### config.mk
export PLATFORM = sky130hd
export DESIGN_NAME = sbus_frame_decoder
export DESIGN_NICKNAME = d
export VERILOG_FILES = /design/src/sv/sbfd_pkg.sv /design/src/sv/sbfd_front.sv /design/src/sv/sbfd_queue.sv /design/src/sv/sbfd_back.sv /design/src/sv/sbfd_top_dummy_guard.sv /design/src/sv/sbus_frame_decoder.sv
export VERILOG_INCLUDE_DIRS = /design/src /design/src/sv
export SDC_FILE = /design/constraint.sdc
export NUM_CORES = 1
export LEC_CHECK = 0
export BUFFER_PORTS_ARGS = -buffer_cell sky130_fd_sc_hd__buf_2
export CAP_MARGIN = 20
export CORE_MARGIN = 1
export CORE_UTILIZATION = 45
export CTS_BUF_LIST = sky130_fd_sc_hd__clkbuf_2 sky130_fd_sc_hd__clkbuf_4 sky130_fd_sc_hd__clkbuf_8
export DETAILED_ROUTE_END_ITERATION = 10
export PLACE_DENSITY = 0.72
export SLEW_MARGIN = 0
export SYNTH_ARGS = -nofsm -noshare
export SYNTH_HDL_FRONTEND = slang
export SYNTH_HIERARCHICAL = 1
export SYNTH_SLANG_ARGS = --single-unit
### constraint.sdc
create_clock -name clk -period 28.8 [get_ports clk]
set_clock_uncertainty 0.05 [all_clocks]
set_input_delay 5.76 -clock clk [delete_from_list [all_inputs] [get_ports clk]]
set_output_delay 5.76 -clock clk [all_outputs]
set_load 0.05 [all_outputs]
### src/sv/assert_macros.svh
// Assertion macros shared by the decoder modules.
// Each macro expects signals named clk and arst_n in the enclosing module.
`ifndef ASSERT_MACROS_SVH
`define ASSERT_MACROS_SVH

// Same-cycle implication, disabled while reset is asserted.
`define SBFD_ASSERT_IMPL(label, ante, cons, msg) \
	label: assert property (@(posedge clk) disable iff (!arst_n) (ante) |-> (cons)) \
		else $error(msg);

// Next-cycle implication, disabled while reset is asserted.
`define SBFD_ASSERT_NEXT(label, ante, cons, msg) \
	label: assert property (@(posedge clk) disable iff (!arst_n) (ante) |=> (cons)) \
		else $error(msg);

`endif

### src/sv/sbfd_pkg.sv
// Shared constants and the frame entry type for the SBUS frame decoder.
// Used by the parser, the frame queue, the channel unpacker and the top level.
package sbfd_pkg;

	localparam logic [7:0] START_BYTE = 8'h0F;
	localparam logic [7:0] END_BYTE = 8'h00;

	localparam int unsigned PAYLOAD_LEN = 23;
	localparam int unsigned CHAN_BYTES = 22;
	localparam int unsigned NUM_CHANNELS = 16;
	localparam int unsigned CH_BITS = 11;
	localparam int unsigned CHAN_VEC_W = CHAN_BYTES * 8;

	// One accepted frame: packed channel bits, flags nibble and frame number.
	typedef struct packed {
		logic [CHAN_VEC_W-1:0] chan_bits;
		logic [3:0]            flags;
		logic [31:0]           count;
	} frame_t;

endpackage

### src/sv/sbfd_front.sv
// Byte parser: hunts for the start byte, collects the payload, checks the end byte.
// Depends on sbfd_pkg and assert_macros.svh; pushes whole frames into the frame queue.
`include "assert_macros.svh"
module sbfd_front (
	input  logic                 clk,
	input  logic                 arst_n,
	input  logic                 in_valid,
	output logic                 in_ready,
	input  logic [7:0]           rx_byte,
	input  logic                 q_full,
	output logic                 push,
	output sbfd_pkg::frame_t     push_frame
);

	localparam logic [1:0] PH_HUNT = 2'd0;
	localparam logic [1:0] PH_DATA = 2'd1;
	localparam logic [1:0] PH_END  = 2'd2;

	logic [1:0]  phase_q;
	logic [4:0]  byte_cnt_q;
	logic [7:0]  store_q [sbfd_pkg::PAYLOAD_LEN];
	logic [31:0] frames_q;
	logic        take;
	logic [4:0]  cnt_next;

	// Only the end byte may need room in the queue.
	assign in_ready = (phase_q != PH_END) || !q_full;
	assign take = in_valid && in_ready;
	assign cnt_next = byte_cnt_q + 5'd1;
	assign push = take && (phase_q == PH_END) && (rx_byte == sbfd_pkg::END_BYTE);

	always_ff @(posedge clk or negedge arst_n) begin
		if (!arst_n) begin
			phase_q <= PH_HUNT;
			byte_cnt_q <= '0;
			frames_q <= '0;
		end else if (take) begin
			unique case (phase_q)
				PH_DATA: begin
					byte_cnt_q <= cnt_next;
					if (cnt_next >= 5'(sbfd_pkg::PAYLOAD_LEN)) begin
						phase_q <= PH_END;
					end
				end
				PH_END: begin
					if (push) begin
						frames_q <= frames_q + 32'd1;
					end
					phase_q <= PH_HUNT;
				end
				default: begin
					if (rx_byte == sbfd_pkg::START_BYTE) begin
						byte_cnt_q <= '0;
						phase_q <= PH_DATA;
					end else begin
						phase_q <= PH_HUNT;
					end
				end
			endcase
		end
	end

	always_ff @(posedge clk) begin
		if (take && (phase_q == PH_DATA) && (byte_cnt_q < 5'(sbfd_pkg::PAYLOAD_LEN))) begin
			store_q[byte_cnt_q] <= rx_byte;
		end
	end

	always_comb begin
		for (int j = 0; j < sbfd_pkg::CHAN_BYTES; j++) begin
			push_frame.chan_bits[8*j +: 8] = store_q[j];
		end
		push_frame.flags = store_q[sbfd_pkg::PAYLOAD_LEN-1][7:4];
		push_frame.count = frames_q + 32'd1;
	end

	`SBFD_ASSERT_IMPL(a_push_room, push, !q_full, "frame pushed into a full queue")
	`SBFD_ASSERT_NEXT(a_count_hold, !push, $stable(frames_q), "frame count moved without a frame")
	`SBFD_ASSERT_NEXT(a_last_data, take && (phase_q == PH_DATA) && (byte_cnt_q == 5'd22),
		phase_q == PH_END, "parser missed the end byte position")

endmodule

### src/sv/sbfd_queue.sv
// Short register queue of whole frames between the parser and the unpacker.
// Depends on sbfd_pkg for the frame entry type and on assert_macros.svh.
`include "assert_macros.svh"
module sbfd_queue #(
	parameter int unsigned DEPTH = 2
) (
	input  logic             clk,
	input  logic             arst_n,
	input  logic             push,
	input  sbfd_pkg::frame_t push_frame,
	input  logic             pop,
	output logic             full,
	output logic             not_empty,
	output sbfd_pkg::frame_t head
);

	localparam int unsigned PW = (DEPTH > 1) ? $clog2(DEPTH) : 1;
	localparam int unsigned CW = $clog2(DEPTH + 1);

	sbfd_pkg::frame_t entries_q [DEPTH];
	logic [PW-1:0] wr_ptr_q;
	logic [PW-1:0] rd_ptr_q;
	logic [CW-1:0] fill_q;

	assign full = (fill_q == CW'(DEPTH));
	assign not_empty = (fill_q != '0);
	assign head = entries_q[rd_ptr_q];

	always_ff @(posedge clk or negedge arst_n) begin
		if (!arst_n) begin
			wr_ptr_q <= '0;
			rd_ptr_q <= '0;
			fill_q <= '0;
		end else begin
			if (push) begin
				wr_ptr_q <= (wr_ptr_q == PW'(DEPTH - 1)) ? '0 : wr_ptr_q + 1'b1;
			end
			if (pop) begin
				rd_ptr_q <= (rd_ptr_q == PW'(DEPTH - 1)) ? '0 : rd_ptr_q + 1'b1;
			end
			if (push && !pop) begin
				fill_q <= fill_q + 1'b1;
			end else if (pop && !push) begin
				fill_q <= fill_q - 1'b1;
			end
		end
	end

	always_ff @(posedge clk) begin
		if (push) begin
			entries_q[wr_ptr_q] <= push_frame;
		end
	end

	`SBFD_ASSERT_IMPL(a_no_overflow, push, !full || pop, "push into a full frame queue")
	`SBFD_ASSERT_IMPL(a_no_underflow, pop, not_empty, "pop from an empty frame queue")

endmodule

### src/sv/sbfd_back.sv
// Channel unpacker: emits sixteen 11-bit channels per queued frame.
// Depends on sbfd_pkg and assert_macros.svh; reads the head of the frame queue and pops it.
`include "assert_macros.svh"
module sbfd_back (
	input  logic             clk,
	input  logic             arst_n,
	input  logic             q_not_empty,
	input  sbfd_pkg::frame_t head,
	output logic             pop,
	output logic             out_valid,
	input  logic             out_ready,
	output logic [3:0]       channel_index,
	output logic [10:0]      channel_value,
	output logic             digital_ch17,
	output logic             digital_ch18,
	output logic             frame_lost,
	output logic             failsafe_active,
	output logic [31:0]      frames_received,
	output logic             last_channel
);

	logic [3:0]  ch_q;
	logic        valid_q;
	logic        advance;
	logic        last_ch;
	logic [7:0]  bitpos;
	logic [3:0]  index_q;
	logic [10:0] value_q;
	logic [3:0]  flags_q;
	logic [31:0] count_q;
	logic        last_q;

	assign advance = q_not_empty && (!valid_q || out_ready);
	assign last_ch = (ch_q == 4'(sbfd_pkg::NUM_CHANNELS - 1));
	assign pop = advance && last_ch;
	assign bitpos = 8'(ch_q) * 8'(sbfd_pkg::CH_BITS);

	always_ff @(posedge clk or negedge arst_n) begin
		if (!arst_n) begin
			ch_q <= '0;
			valid_q <= 1'b0;
		end else if (advance) begin
			ch_q <= ch_q + 4'd1;
			valid_q <= 1'b1;
		end else if (out_ready) begin
			valid_q <= 1'b0;
		end
	end

	always_ff @(posedge clk) begin
		if (advance) begin
			index_q <= ch_q;
			value_q <= head.chan_bits[bitpos +: sbfd_pkg::CH_BITS];
			flags_q <= head.flags;
			count_q <= head.count;
			last_q <= last_ch;
		end
	end

	assign out_valid = valid_q;
	assign channel_index = index_q;
	assign channel_value = value_q;
	assign digital_ch17 = flags_q[3];
	assign digital_ch18 = flags_q[2];
	assign frame_lost = flags_q[1];
	assign failsafe_active = flags_q[0];
	assign frames_received = count_q;
	assign last_channel = last_q;

	`SBFD_ASSERT_NEXT(a_pop_marks_last, pop, valid_q && last_q, "frame retired without last item")
	`SBFD_ASSERT_NEXT(a_first_after_pop, pop, ch_q == '0, "channel counter not rewound")

endmodule

### src/sv/sbfd_top_dummy_guard.sv
// Frame handoff check between the parser and the unpacker of the SBUS decoder.
// Depends on assert_macros.svh; watches queue traffic only.
`include "assert_macros.svh"
module sbfd_handoff_chk (
	input logic clk,
	input logic arst_n,
	input logic push,
	input logic pop,
	input logic q_not_empty
);

	logic pending_q;

	// Remembers that a frame went in while the queue was empty.
	always_ff @(posedge clk or negedge arst_n) begin
		if (!arst_n) begin
			pending_q <= 1'b0;
		end else begin
			pending_q <= push && !q_not_empty;
		end
	end

	`SBFD_ASSERT_IMPL(a_push_seen, pending_q, q_not_empty, "pushed frame not visible to unpacker")
	`SBFD_ASSERT_IMPL(a_pop_has_data, pop, q_not_empty, "unpacker retired a missing frame")

endmodule

### src/sv/sbus_frame_decoder.sv
// SBUS frame decoder: one received byte per cycle unless stalled, 16 channel items per frame.
// After its end byte is accepted, a frame enters the queue, then the unpacker output register.
// The parser stalls only the end byte, while the queue is full; the unpacker emits one item
// per cycle from a QUEUE_DEPTH-frame queue while a frame is queued and out_ready allows.
// Reset (arst_n low, asynchronous) clears the parser state, frame count, queue and output
// valid; frame storage is not cleared and needs no clearing pass.
`include "assert_macros.svh"
module sbus_frame_decoder #(
	parameter int unsigned QUEUE_DEPTH = 2
) (
	input  logic        clk,
	input  logic        arst_n,
	input  logic        in_valid,
	output logic        in_ready,
	input  logic [7:0]  rx_byte,
	output logic        out_valid,
	input  logic        out_ready,
	output logic [3:0]  channel_index,
	output logic [10:0] channel_value,
	output logic        digital_ch17,
	output logic        digital_ch18,
	output logic        frame_lost,
	output logic        failsafe_active,
	output logic [31:0] frames_received,
	output logic        last_channel
);

	sbfd_pkg::frame_t push_frame;
	sbfd_pkg::frame_t head;
	logic             push;
	logic             pop;
	logic             q_full;
	logic             q_not_empty;

	sbfd_front u_front (
		.clk        (clk),
		.arst_n     (arst_n),
		.in_valid   (in_valid),
		.in_ready   (in_ready),
		.rx_byte    (rx_byte),
		.q_full     (q_full),
		.push       (push),
		.push_frame (push_frame)
	);

	sbfd_queue #(
		.DEPTH (QUEUE_DEPTH)
	) u_queue (
		.clk        (clk),
		.arst_n     (arst_n),
		.push       (push),
		.push_frame (push_frame),
		.pop        (pop),
		.full       (q_full),
		.not_empty  (q_not_empty),
		.head       (head)
	);

	sbfd_back u_back (
		.clk             (clk),
		.arst_n          (arst_n),
		.q_not_empty     (q_not_empty),
		.head            (head),
		.pop             (pop),
		.out_valid       (out_valid),
		.out_ready       (out_ready),
		.channel_index   (channel_index),
		.channel_value   (channel_value),
		.digital_ch17    (digital_ch17),
		.digital_ch18    (digital_ch18),
		.frame_lost      (frame_lost),
		.failsafe_active (failsafe_active),
		.frames_received (frames_received),
		.last_channel    (last_channel)
	);

	sbfd_handoff_chk u_chk (
		.clk         (clk),
		.arst_n      (arst_n),
		.push        (push),
		.pop         (pop),
		.q_not_empty (q_not_empty)
	);

	`SBFD_ASSERT_IMPL(a_idle_out, !q_not_empty && !out_valid, !pop, "pop with nothing queued")

endmodule
==> flow_summary_export.csv <==
group,metric,value,unit
status,status,"complete, but fails checks",
status,violations,"max-slew violations",
timing,period_needed,9.00,ns
cts,insertion_delay,0.69,ns
placed_design,placed_area,28500,sq um
timing,final_max_slew_viol_count,59,
final_layout,drive_above_1_share,0.323,
route,drtPass1Iterations,5,
logic_synthesis,yosysUniqueCellTypes,46,
die,fp.coreArea,60400,sq um
logic_synthesis,synth_edf_count,656,
die,pin_count,66,
min_path,hold_end,"u_queue/entries_q[0][142]",
min_path,holdPathStages,0,
timing,relSlewSlack,-0.0278,
timing,fin_tns_setup,0,ns
final_layout,final_area,30600,sq um
timing,finalHoldViolCount,0,
worst_setup_path,critPathLaunchType,"input port",
logic_synthesis,synth_commonest_cells,"656 x edfxtp_1, 170 x mux2_4, 54 x xnor2_1",
die,dieWidth,249,microns
logic_synthesis,synth_top_cell_by_area,"edfxtp_1",
final_layout,nNetsFinal,1505,
cts,cts_max_path_buffers,3,
route,wl_per_cell,21.5,microns
logic_synthesis,synth_area_leaders,"edfxtp_1 72%, mux2_4 9.3%, dfrtp_1 4.4%",
die,num_rows,90,
logic_synthesis,synth_fp_nets,1370,
route,wirelength,50600,microns
logic_synthesis,yosys_warnings,6,
route,dr.first_iter.drc_count,1153,
cts,cts_resized,0,
global_route,grt_pass1_vias,12900,
timing,finalCritPeriodShare,0.312,
min_path,hp-start,"u_front/store_q[13][2]",
worst_setup_path,reg2reg_slack,24.73,ns
timing,whs,0.384,ns
final_layout,area_growth,11.4,%
pwr,ir_drop,0.0407,mV
timing,rsz0062_at_grt,"no",
final_layout,fillerInstances,4715,
worst_setup_path,crit_fanout,176,
min_path,hold_path.class,"register to register",
worst_setup_path,timing.rr.end,"u_queue/entries_q[0][19]",
logic_synthesis,ys_seq_elements,704,
cts,cts_tree,"done",
cts,cts.sinks,704,
worst_setup_path,cp.arrival,9.23,ns
die,die_area,62100,sq um
placed_design,pre_cts_ws,19.27,ns
placed_design,dp_hpwl,28900,microns
cts,cts_root_buf,"clkbuf_8",
die,chipHeight,249,microns
global_route,grt_overflow,0,
timing,setup_ws,19.80,ns
global_route,track_usage,0.165,
timing,fmax,111,MHz
pwr,p_per_area,64.1,nW/um^2
logic_synthesis,avgSynthCellArea,20.4,sq um
route,via_count,12400,
logic_synthesis,async_reset_ff_frac,0.0682,
logic_synthesis,synth_top_area_frac,0.717,
route,vias_per_cell,5.27,
logic_synthesis,ys_seq_area_frac,0.761,
global_route,grt_max_degree,200,
global_route,grt_pass1_wl,76700,microns
cts,post_cts_buffers,0,
run,cap_violations,0,
timing,tightest_slew,1.54,ns
cts,clk_pin_slew,0.06,ns
logic_synthesis,yosysMostFrequentCell,"edfxtp_1",
worst_setup_path,critPathCaptureType,"register",
die,initial_core_util,0.455,
cts,ctsHoldBuffers,0,
worst_setup_path,path_class,"input port to register",
worst_setup_path,r2r-start,"u_front/phase_q[0]",
placed_design,gp_congestion,0.820,
cts,h-tree-depth,3,
pwr,p_leak,10.3,nW
logic_synthesis,synth_flop_cell,"edfxtp_1",
worst_setup_path,reg2reg_depth,8,
worst_setup_path,required,29.03,ns
timing,finalSetupViolations,0,
route,drc,0,
cts,cts_buffers,106,
route,ant_nets,0,
placed_design,portBuffers,65,
logic_synthesis,synthCells,1349,
logic_synthesis,syn_area,27500,sq um
global_route,antenna_found_initial,2,
-- worst max path at each step --
stage                                      to        from  slack, ns  depth (start not counted)
CTS                 u_queue/entries_q[0][120]  rx_byte[5]      20.03                          7
global placement    u_queue/entries_q[0][106]  rx_byte[0]      18.86                          7
finish               u_queue/entries_q[0][19]  rx_byte[5]      19.80                          7
floorplan             u_queue/entries_q[0][0]  rx_byte[5]      11.87                          5
detailed placement  u_queue/entries_q[0][106]  rx_byte[5]      19.27                          7
global route         u_queue/entries_q[0][19]  rx_byte[5]      19.76                          7
-- per-layer routing --
layer,track usage,wire [microns],part of all wire
met1,0.212,20600,0.41
met2,0.273,25200,0.50
met3,0.0317,3340,0.066
met4,0.0725,1440,0.028
met5,0,0,0
-- critical path: stages --
cell,delay [ns]
buf_2,0.34
nor4_1,0.43
nand4_1,0.36
clkinv_1,0.51
nor2b_4,0.44
buf_12,0.26
buf_12,0.45
-- per-stage QoR --
stage | instances | utilization | power, mW
floorplan | 1349 | - | 1.17
global placement | 2156 | 0.472 | 1.19
detailed placement | 2157 | 0.472 | 1.19
CTS | 2349 | 0.507 | 1.98
global route | 2351 | 0.507 | 2.03
finish | 2351 | 0.507 | 1.96
-- cells in the final DEF, fill, tap and decap left out, types with 10 or more instances in the layout --
cell,instances
mux2_4,170
mux4_2,29
clkbuf_8,112
dfrtp_1,45
and3_1,10
nand3_1,22
a22oi_1,11
xor2_1,18
edfxtp_1,656
o21ai_1,11
clkbuf_4,39
a32oi_1,11
xnor2_1,54
mux2i_1,34
buf_4,13
nand4_1,17
nor2_1,37
mux2_2,43
inv_1,11
nand2_1,45
clkinv_1,23
buf_2,65
clkinv_2,11
-- layout make-up --
| class | count | area, sq um | area share |
|---|---|---|---|
| flip-flops and latches | 704 | 20900 | 0.683 |
| multi-input cells | 578 | 6090 | 0.199 |
| repair buffers | 82 | 503 | 0.0164 |
| diodes | 1 | 2.50 | 0.0000817 |
| well taps | 782 | 978 | 0.0320 |
| clock buffers | 151 | 1830 | 0.0599 |
| inverters | 12 | 45.0 | 0.00147 |
| clock inverters | 41 | 254 | 0.00830 |
-- where the power goes --
group          switching [mW]  internal (mW)
sequential            0.00736           1.11
clock                   0.362          0.428
combinational          0.0370         0.0173
-- state kept, by name, indices dropped and copies added, names as in the netlist --
| signal | count |
|---|---|
| u_back/ch_q | 4 |
| u_back/channel_index | 4 |
| u_back/channel_value | 11 |
| u_back/flags_q | 4 |
| u_back/frames_received | 32 |
| u_back/last_channel | 1 |
| u_back/out_valid | 1 |
| u_front/byte_cnt_q | 5 |
| u_front/frames_q | 32 |
| u_front/phase_q | 2 |
| u_front/store_q | 180 |
| u_queue/entries_q | 424 |
| u_queue/fill_q | 2 |
| u_queue/rd_ptr_q | 1 |
| u_queue/wr_ptr_q | 1 |
-- cell families (layout without fill, tap and decap cells) --
group | count (synthesis) | count (layout) | synth area share
buffers and inverters | 67 | 286 | 0.0180
and+or+nand+nor | 170 | 170 | 0.0321
xor gates and xnor gates | 72 | 72 | 0.0230
muxes | 280 | 280 | 0.151
DFF | 704 | 704 | 0.761
other | 0 | 1 | 0
AOI/OAI and AO/OA | 47 | 47 | 0.0116
adders and majority gates | 9 | 9 | 0.00410
Note: power is estimated with default switching activity, not from simulation.
